[src/rtl/zph_pkg.sv]
package zph_pkg;

    localparam int NUM_SQUARES = 32;
    localparam int MAP_W       = 32;
    localparam int WORD_W      = 64;
    localparam int INDEX_W     = 8;
    localparam int ORIGIN_W    = 6;

    localparam int LIMIT       = (NUM_SQUARES < MAP_W) ? NUM_SQUARES : MAP_W;
    localparam int PIECE_DEPTH = 4 * NUM_SQUARES;
    localparam int SIDE_INDEX  = 5 * NUM_SQUARES;
    localparam int MEM_DEPTH   = SIDE_INDEX;
    localparam int ADDR_W      = $clog2(MEM_DEPTH);
    localparam int STEP_W      = $clog2(LIMIT + 1);

    localparam logic KIND_LOAD = 1'b0;
    localparam logic KIND_HASH = 1'b1;

    localparam logic [1:0] PIECE_WHITE_MAN  = 2'd0;
    localparam logic [1:0] PIECE_WHITE_KING = 2'd1;
    localparam logic [1:0] PIECE_BLACK_MAN  = 2'd2;
    localparam logic [1:0] PIECE_BLACK_KING = 2'd3;

    typedef struct packed {
        logic              load;
        logic              start;
        logic              rd_piece;
        logic              rd_chain;
        logic              push;
        logic [STEP_W-1:0] step;
    } t_cmd;

endpackage

[src/rtl/zph_ctrl.sv]
module zph_ctrl (
    input  logic          i_clk,
    input  logic          i_rst_n,
    input  logic          i_valid,
    input  logic          i_kind,
    input  logic          i_stall,
    output logic          o_stall,
    output logic          o_valid,
    output zph_pkg::t_cmd o_cmd
);

    localparam logic [1:0] S_IDLE = 2'd0;
    localparam logic [1:0] S_RUN  = 2'd1;
    localparam logic [1:0] S_LAST = 2'd2;
    localparam logic [1:0] S_PUSH = 2'd3;

    logic [1:0]                 r_state, n_state;
    logic [zph_pkg::STEP_W-1:0] r_step, n_step;
    logic                       r_out_valid, n_out_valid;
    logic                       accept;
    logic                       slot_free;

    assign o_stall   = (r_state != S_IDLE);
    assign o_valid   = r_out_valid;
    assign accept    = i_valid && (r_state == S_IDLE);
    assign slot_free = !r_out_valid || !i_stall;

    always_comb begin
        n_state        = r_state;
        n_step         = r_step;
        n_out_valid    = r_out_valid && i_stall;
        o_cmd          = '0;
        o_cmd.step     = r_step;
        unique case (r_state)
            S_IDLE: begin
                o_cmd.load  = accept && (i_kind == zph_pkg::KIND_LOAD);
                o_cmd.start = accept && (i_kind == zph_pkg::KIND_HASH);
                if (o_cmd.start) begin
                    n_state = S_RUN;
                    n_step  = '0;
                end
            end
            S_RUN: begin
                if (r_step == zph_pkg::STEP_W'(zph_pkg::LIMIT)) begin
                    o_cmd.rd_chain = 1'b1;
                    n_state        = S_LAST;
                end else begin
                    o_cmd.rd_piece = 1'b1;
                    n_step         = r_step + 1'b1;
                end
            end
            S_LAST: begin
                n_state = S_PUSH;
            end
            S_PUSH: begin
                if (slot_free) begin
                    o_cmd.push  = 1'b1;
                    n_out_valid = 1'b1;
                    n_state     = S_IDLE;
                end
            end
            default: n_state = S_IDLE;
        endcase
    end

    always_ff @(posedge i_clk) begin
        if (!i_rst_n) begin
            r_state     <= S_IDLE;
            r_step      <= '0;
            r_out_valid <= 1'b0;
        end else begin
            r_state     <= n_state;
            r_step      <= n_step;
            r_out_valid <= n_out_valid;
        end
    end

endmodule

[config.mk]
export PLATFORM = sky130hd
export DESIGN_NAME = zph_ctrl
export DESIGN_NICKNAME = d
export VERILOG_FILES = /design/src/rtl/zph_pkg.sv /design/src/rtl/zph_ctrl.sv
export SDC_FILE = /design/constraint.sdc
export NUM_CORES = 1
export LEC_CHECK = 0
export BUFFER_PORTS_ARGS = -buffer_cell sky130_fd_sc_hd__buf_2
export CAP_MARGIN = 5
export CORE_AREA = 5 5 42 44
export CTS_BUF_LIST = sky130_fd_sc_hd__clkbuf_4 sky130_fd_sc_hd__clkbuf_8
export CTS_CLUSTER_SIZE = 8
export DETAILED_ROUTE_END_ITERATION = 8
export DIE_AREA = 0 0 47 49
export GPL_ROUTABILITY_DRIVEN = 0
export PLACE_DENSITY = 0.79
export SLEW_MARGIN = 20
export SYNTH_ARGS = -nofsm -noshare
export SYNTH_HDL_FRONTEND = slang
export SYNTH_SLANG_ARGS = --single-unit
[constraint.sdc]
create_clock -name i_clk -period 1.6 [get_ports i_clk]
set_clock_uncertainty 0.05 [all_clocks]
set_input_delay 0.32 -clock i_clk [delete_from_list [all_inputs] [get_ports i_clk]]
set_output_delay 0.32 -clock i_clk [all_outputs]
set_load 0.01 [all_outputs]
# Word level (Yosys, flattened, before mapping)
# Cells that the tools add are included.
[op_classes]
n_bitwise = 1
n_eq_ne = 8
reduce_logical = 12
n_addsub = 1
n_mux = 15
[ops]
columns = ["op", "count"]
rows = [
  ["$mux W6", 2],
  ["$pmux W6 S2", 1],
  ["$mux W2", 5],
  ["$pmux W2 S4", 1],
  ["$add A6 B1 Y6 const B", 1],
  ["$eq A6 B6 Y1 const B", 1],
  ["$mux W1", 6],
  ["$ne A2 B2 Y1 const B", 3],
  ["$reduce_and A3 Y1", 2],
  ["$eq A2 B2 Y1 const B", 2],
  ["$logic_and A1 B1 Y1", 4],
  ["$reduce_bool A2 Y1", 2],
  ["$eq A2 B1 Y1 const B", 1],
  ["$logic_not A1 Y1", 2],
  ["$logic_not A2 Y1", 1],
  ["$ne A2 B1 Y1 const B", 1],
  ["$logic_or A1 B1 Y1", 1],
  ["$not A1 Y1", 1],
]
[totals]
regBits = 9
input_bits = 5

# Depth between registers and ports, before layout
[depth]
ltp_word = 5
ltp_mapped = 6

# Least setup slack after synthesis
# OpenSTA, ideal clock, no wires.
[synth_path]
path_kind = "reg-to-reg"
from = "reg r_state[0]"
to = "reg r_step[3] (netlist name)"
arrival_time_ps = 1470
path_slack_ps = 10
stages_incl_launch_ff = 7
cell_sequence = "dfxtp_1 > inv_1 > ha_1 > a21boi_0 > a211oi_1 > nand3b_1 > a21boi_1"
[synth_between]
elab_chain_cells = 5
[synth_lines]
columns = ["item", "line", "text"]
rows = [
  ["from (decl)", "zph_ctrl.sv:17", "logic [1:0] r_state, n_state;"],
  ["from (signal assigned)", "zph_ctrl.sv:72", "r_state <= n_state;"],
  ["$logic_not A2 Y1", "zph_ctrl.sv:25, zph_ctrl.sv:34", ""],
  ["$logic_and A1 B1 Y1", "zph_ctrl.sv:25", "assign accept = i_valid && (r_state == S_IDLE);"],
  ["$logic_and A1 B1 Y1", "zph_ctrl.sv:37", "o_cmd.start = accept && (i_kind == zph_pkg::KIND_HASH);"],
  ["$ne A2 B1 Y1 (no line)", "n/a", ""],
  ["$reduce_and A3 Y1 (no line)", "n/a", ""],
  ["to (signal assigned)", "zph_ctrl.sv:73", "r_step <= n_step;"],
  ["to (decl)", "zph_ctrl.sv:18", "logic [zph_pkg::STEP_W-1:0] r_step, n_step;"],
]
# Parallel ways exist; a longest one is shown, timed or not.
# A chain may end at the register's enable or synchronous reset.

==> metrics.md <==
| Metric | Value |
|---|---|
| Busiest layer in global routing | met2 |
| First-pass GRT wire length | 2.60 mm |
| Peak supply drop | 882 uV |
| Startpoint types | flip-flop |
| Status | complete, but fails checks |
| Die ar. | 2300 um^2 |
| Cell Area, Synth | 594 um^2 |
| Worst-Margin Slew | 0.309 ns |
| Design area | 958 um^2 |
| Area of the multi-input gates | 464 um^2 |
| Most common cell after layout, fill and taps aside | buf_2 |
| Maximum Capacitance Violations | 0 |
| Switching pwr | 440 uW |
| Synth Area in XOR/XNOR | 0% |
| Nets@finish | 114 |
| Hold_buf cts | 0 |
| TritonCTS clock tree | done |
| Post-synthesis adder-cell area fraction | 12.6% |
| PD cells | 1210 nW/um^2 |
| Final Max Slew Viols | 0 |
| Placement Rows | 14 |
| DR WL/cell | 14.4 um |
| Initial Util | 42.4% |
| First-pass iteration count of the detailed router | 4 |
| Largest family of logic cells by synthesized area | simple AND/OR/NAND/NOR gates |
| Slowest cell on the critical path | dfxtp_2 |
| Yosys top cell area share | 30.3% |
| Register cell area after layout | 193 um^2 |
| Fin crit share | 101% |
| CP Cell Sequence | nor4b_4 > buf_4 > a21oi_4 > buf_6 |
| Later-pin clock latency in the skew report | 0.26 ns |
| Die X | 47 um |
| Pleak | 0.000434 uW |
| Met3 usage | 6.64% |
| Min cycle time layout | 1.62 ns |
| Syn_nets | 80 |
| Vias per cell | 5.19 |
| CTS HTree Levels | 1 |
| Grt total ovfl | 0 |
| Die H | 49 um |
| Area leader, netlist | dfxtp_1 |
| Overall routed net length | 1.70 mm |
| CP top delay family | flip-flops |
| Hold path start | i_stall |
| Setup slack, reg-to-reg | 0.02 ns |
| Worst setup EP type | output pin |
| FF-to-FF Start | r_step[2]$_SDFFE_PN0P_ |
| F_max | 0.616 GHz |
| Sequential cell area fraction in the yosys report | 30.3% |
| DRT antenna net count | 0 |
| Clock root buffer | clkbuf_4 |
| Worst EP required | 1.23 ns |
| Most frequent cells in the layout | 14 x buf_2, 10 x buf_4, 7 x nand2_1, 7 x dfxtp_2, 6 x buf_6 |
| Cell-internal power | 721 uW |
| Largest net degree at the start of global routing | 14 |
| Antenna diode count | 0 |
| Tot Pwr | 1160 uW |
| Failing checks | setup timing |
| Synth warn | 0 |
| Placed cell areas | 756 um^2 |
| Met2 usage | 24.2% |
| Ranking of synthesized cells by area | dfxtp_1 30%, ha_1 13%, mux2i_1 6.7% |
| Worst-path fanout max | 2 |
| Clk pwr share | 17.3% |
| CP max stage delay | 0.34 ns |
| Vias in the first global route | 597 |
| CP bufs+invs | 2 |
| Hold Violations, Final | 0 |
| WHS | 0.323 ns |
| Seq pwr share | 25.4% |
| Initial antenna violation count | 0 |
| CTS Buffer Depth | 2 |
| Post-synth cell types | 25 |
| Syn-to-layout area delta | 61.3% |
| Compound-Gate Fraction of Synth Area | 20.0% |
| Setup TNS | -0.0304 ns |
| Core Area | 1400 um^2 |
| Combinational cell fraction of total power | 57.3% |
| Vias | 613 |
| I/O pins | 18 |
| Mapped Cells | 69 |
| Port Buf Inserts | 17 |
| Synth Register Bits | 9 |
| Filler cells | 112 |
| Fin worst setup slack | -0.0234 ns |
| HP Class | in -> reg |
| Crit path kind | reg -> out |
| Mux share of post-synthesis cell area | 6.74% |
| GR Util met1 | 16.8% |
| # DRC | 0 |
| Fraction of layout cells with a size suffix above 1 | 60.8% |
| Critical path arrival | 1.25 ns |
| Clock Sink Count | 9 |
| Cts bufs inserted | 3 |
| Unrepaired setup endpoints after global routing | yes |
| Slew HR | 79.4% |
| Total GRT Usage | 15.5% |
| Switch share | 37.9% |
| Mean post-synth cell area | 8.61 um^2 |
| Final setup viols | 2 |
| Simple-Gate Fraction of Synth Area | 24.0% |
| HPWL after DPL | 1.06 mm |
| Initial drt markers | 6 |
| Clock slew at reported path FFs | 0.06 ns |
| Worst Setup SP | r_step[2]$_SDFFE_PN0P_ |
through the flow:
step	std cells	setup WS, ns	util [%]
after global routing	118	-0.0717	68.4
after CTS	115	-0.0348	61.2
after detailed placement	109	-0.0129	53.9
after global placement	109	0.0601	53.9
final	118	-0.0234	68.4
after floorplan	69	0.0103	-
final cells by class:
| type | count | share of cell area, % |
|---|---|---|
| inverter | 9 | 4.05 |
| timing repair buffer | 30 | 22.2 |
| multi-input combinational | 50 | 48.4 |
| tap | 16 | 2.09 |
| sequential | 9 | 20.1 |
| clock buffer | 4 | 3.13 |
power by group through the flow:
| stage | Combinational (uW) | Sequential (uW) | Clock, uW |
|---|---|---|---|
| final | 665 | 295 | 201 |
| after global routing | 737 | 299 | 218 |
| after CTS | 510 | 282 | 207 |
| after detailed placement | 451 | 273 | 0 |
| after global placement | 437 | 272 | 0 |
| after floorplan | 265 | 282 | 0 |
timing repair:
action / 4_1_cts / 5_1_grt
endpoints found under the setup margin: 9 / 12
setup buffers: 2 / 3
resized for setup: 18 / 23
endpoints found under the hold margin: 0 / 0
pin swaps: 3 / 8
cells in the mapped netlist, drive strengths merged:
master	n
nor2b	2
and3	3
mux2i	4
nand2b	1
a311oi	1
ha	6
clkbuf	1
nor2	2
nand4b	1
a32o	1
nand3b	1
nor4b	1
inv	9
o2bb2ai	1
a211oi	1
and2	1
nand2	8
a21boi	3
a21oi	5
o21ai	5
nand3	2
dfxtp	9
nor3b	1
final timing paths:
path,to,cells after the start
max,o_cmd[8],4
min,o_valid$_SDFF_PN0_,3
max reg2reg,r_step[1]$_SDFFE_PN0P_,6
min reg2reg,r_step[4]$_SDFFE_PN0P_,2
per-layer routing:
layer	wire length (um)	vias up	share of wire [%]
met4	37	0	2.2
met3	97	6	5.7
met5	0	-	0
li1	-	306	-
met1	644	282	38
met2	919	19	54
state kept, by name (all words and copies together) (netlist names):
register,cells
o_valid,1
r_step,6
r_state,2
logic make-up (layout without fill, tap and decap cells):
group / count (synthesis) / count (layout)
AOI/OAI and AO/OA: 17 / 17
adders and majority gates: 6 / 6
buffers and inverters: 10 / 43
DFF: 9 / 9
muxes: 4 / 4
and+or+nand+nor: 23 / 23
worst register-to-register path: stages, from the launching register on:
cell,delay [ns]
dfxtp_2,0.34
nor4b_4,0.30
buf_4,0.18
buf_4,0.11
a32o_2,0.24
mux2i_1,0.18
and2_1,0.12
Power figures use the tool's default switching activity.
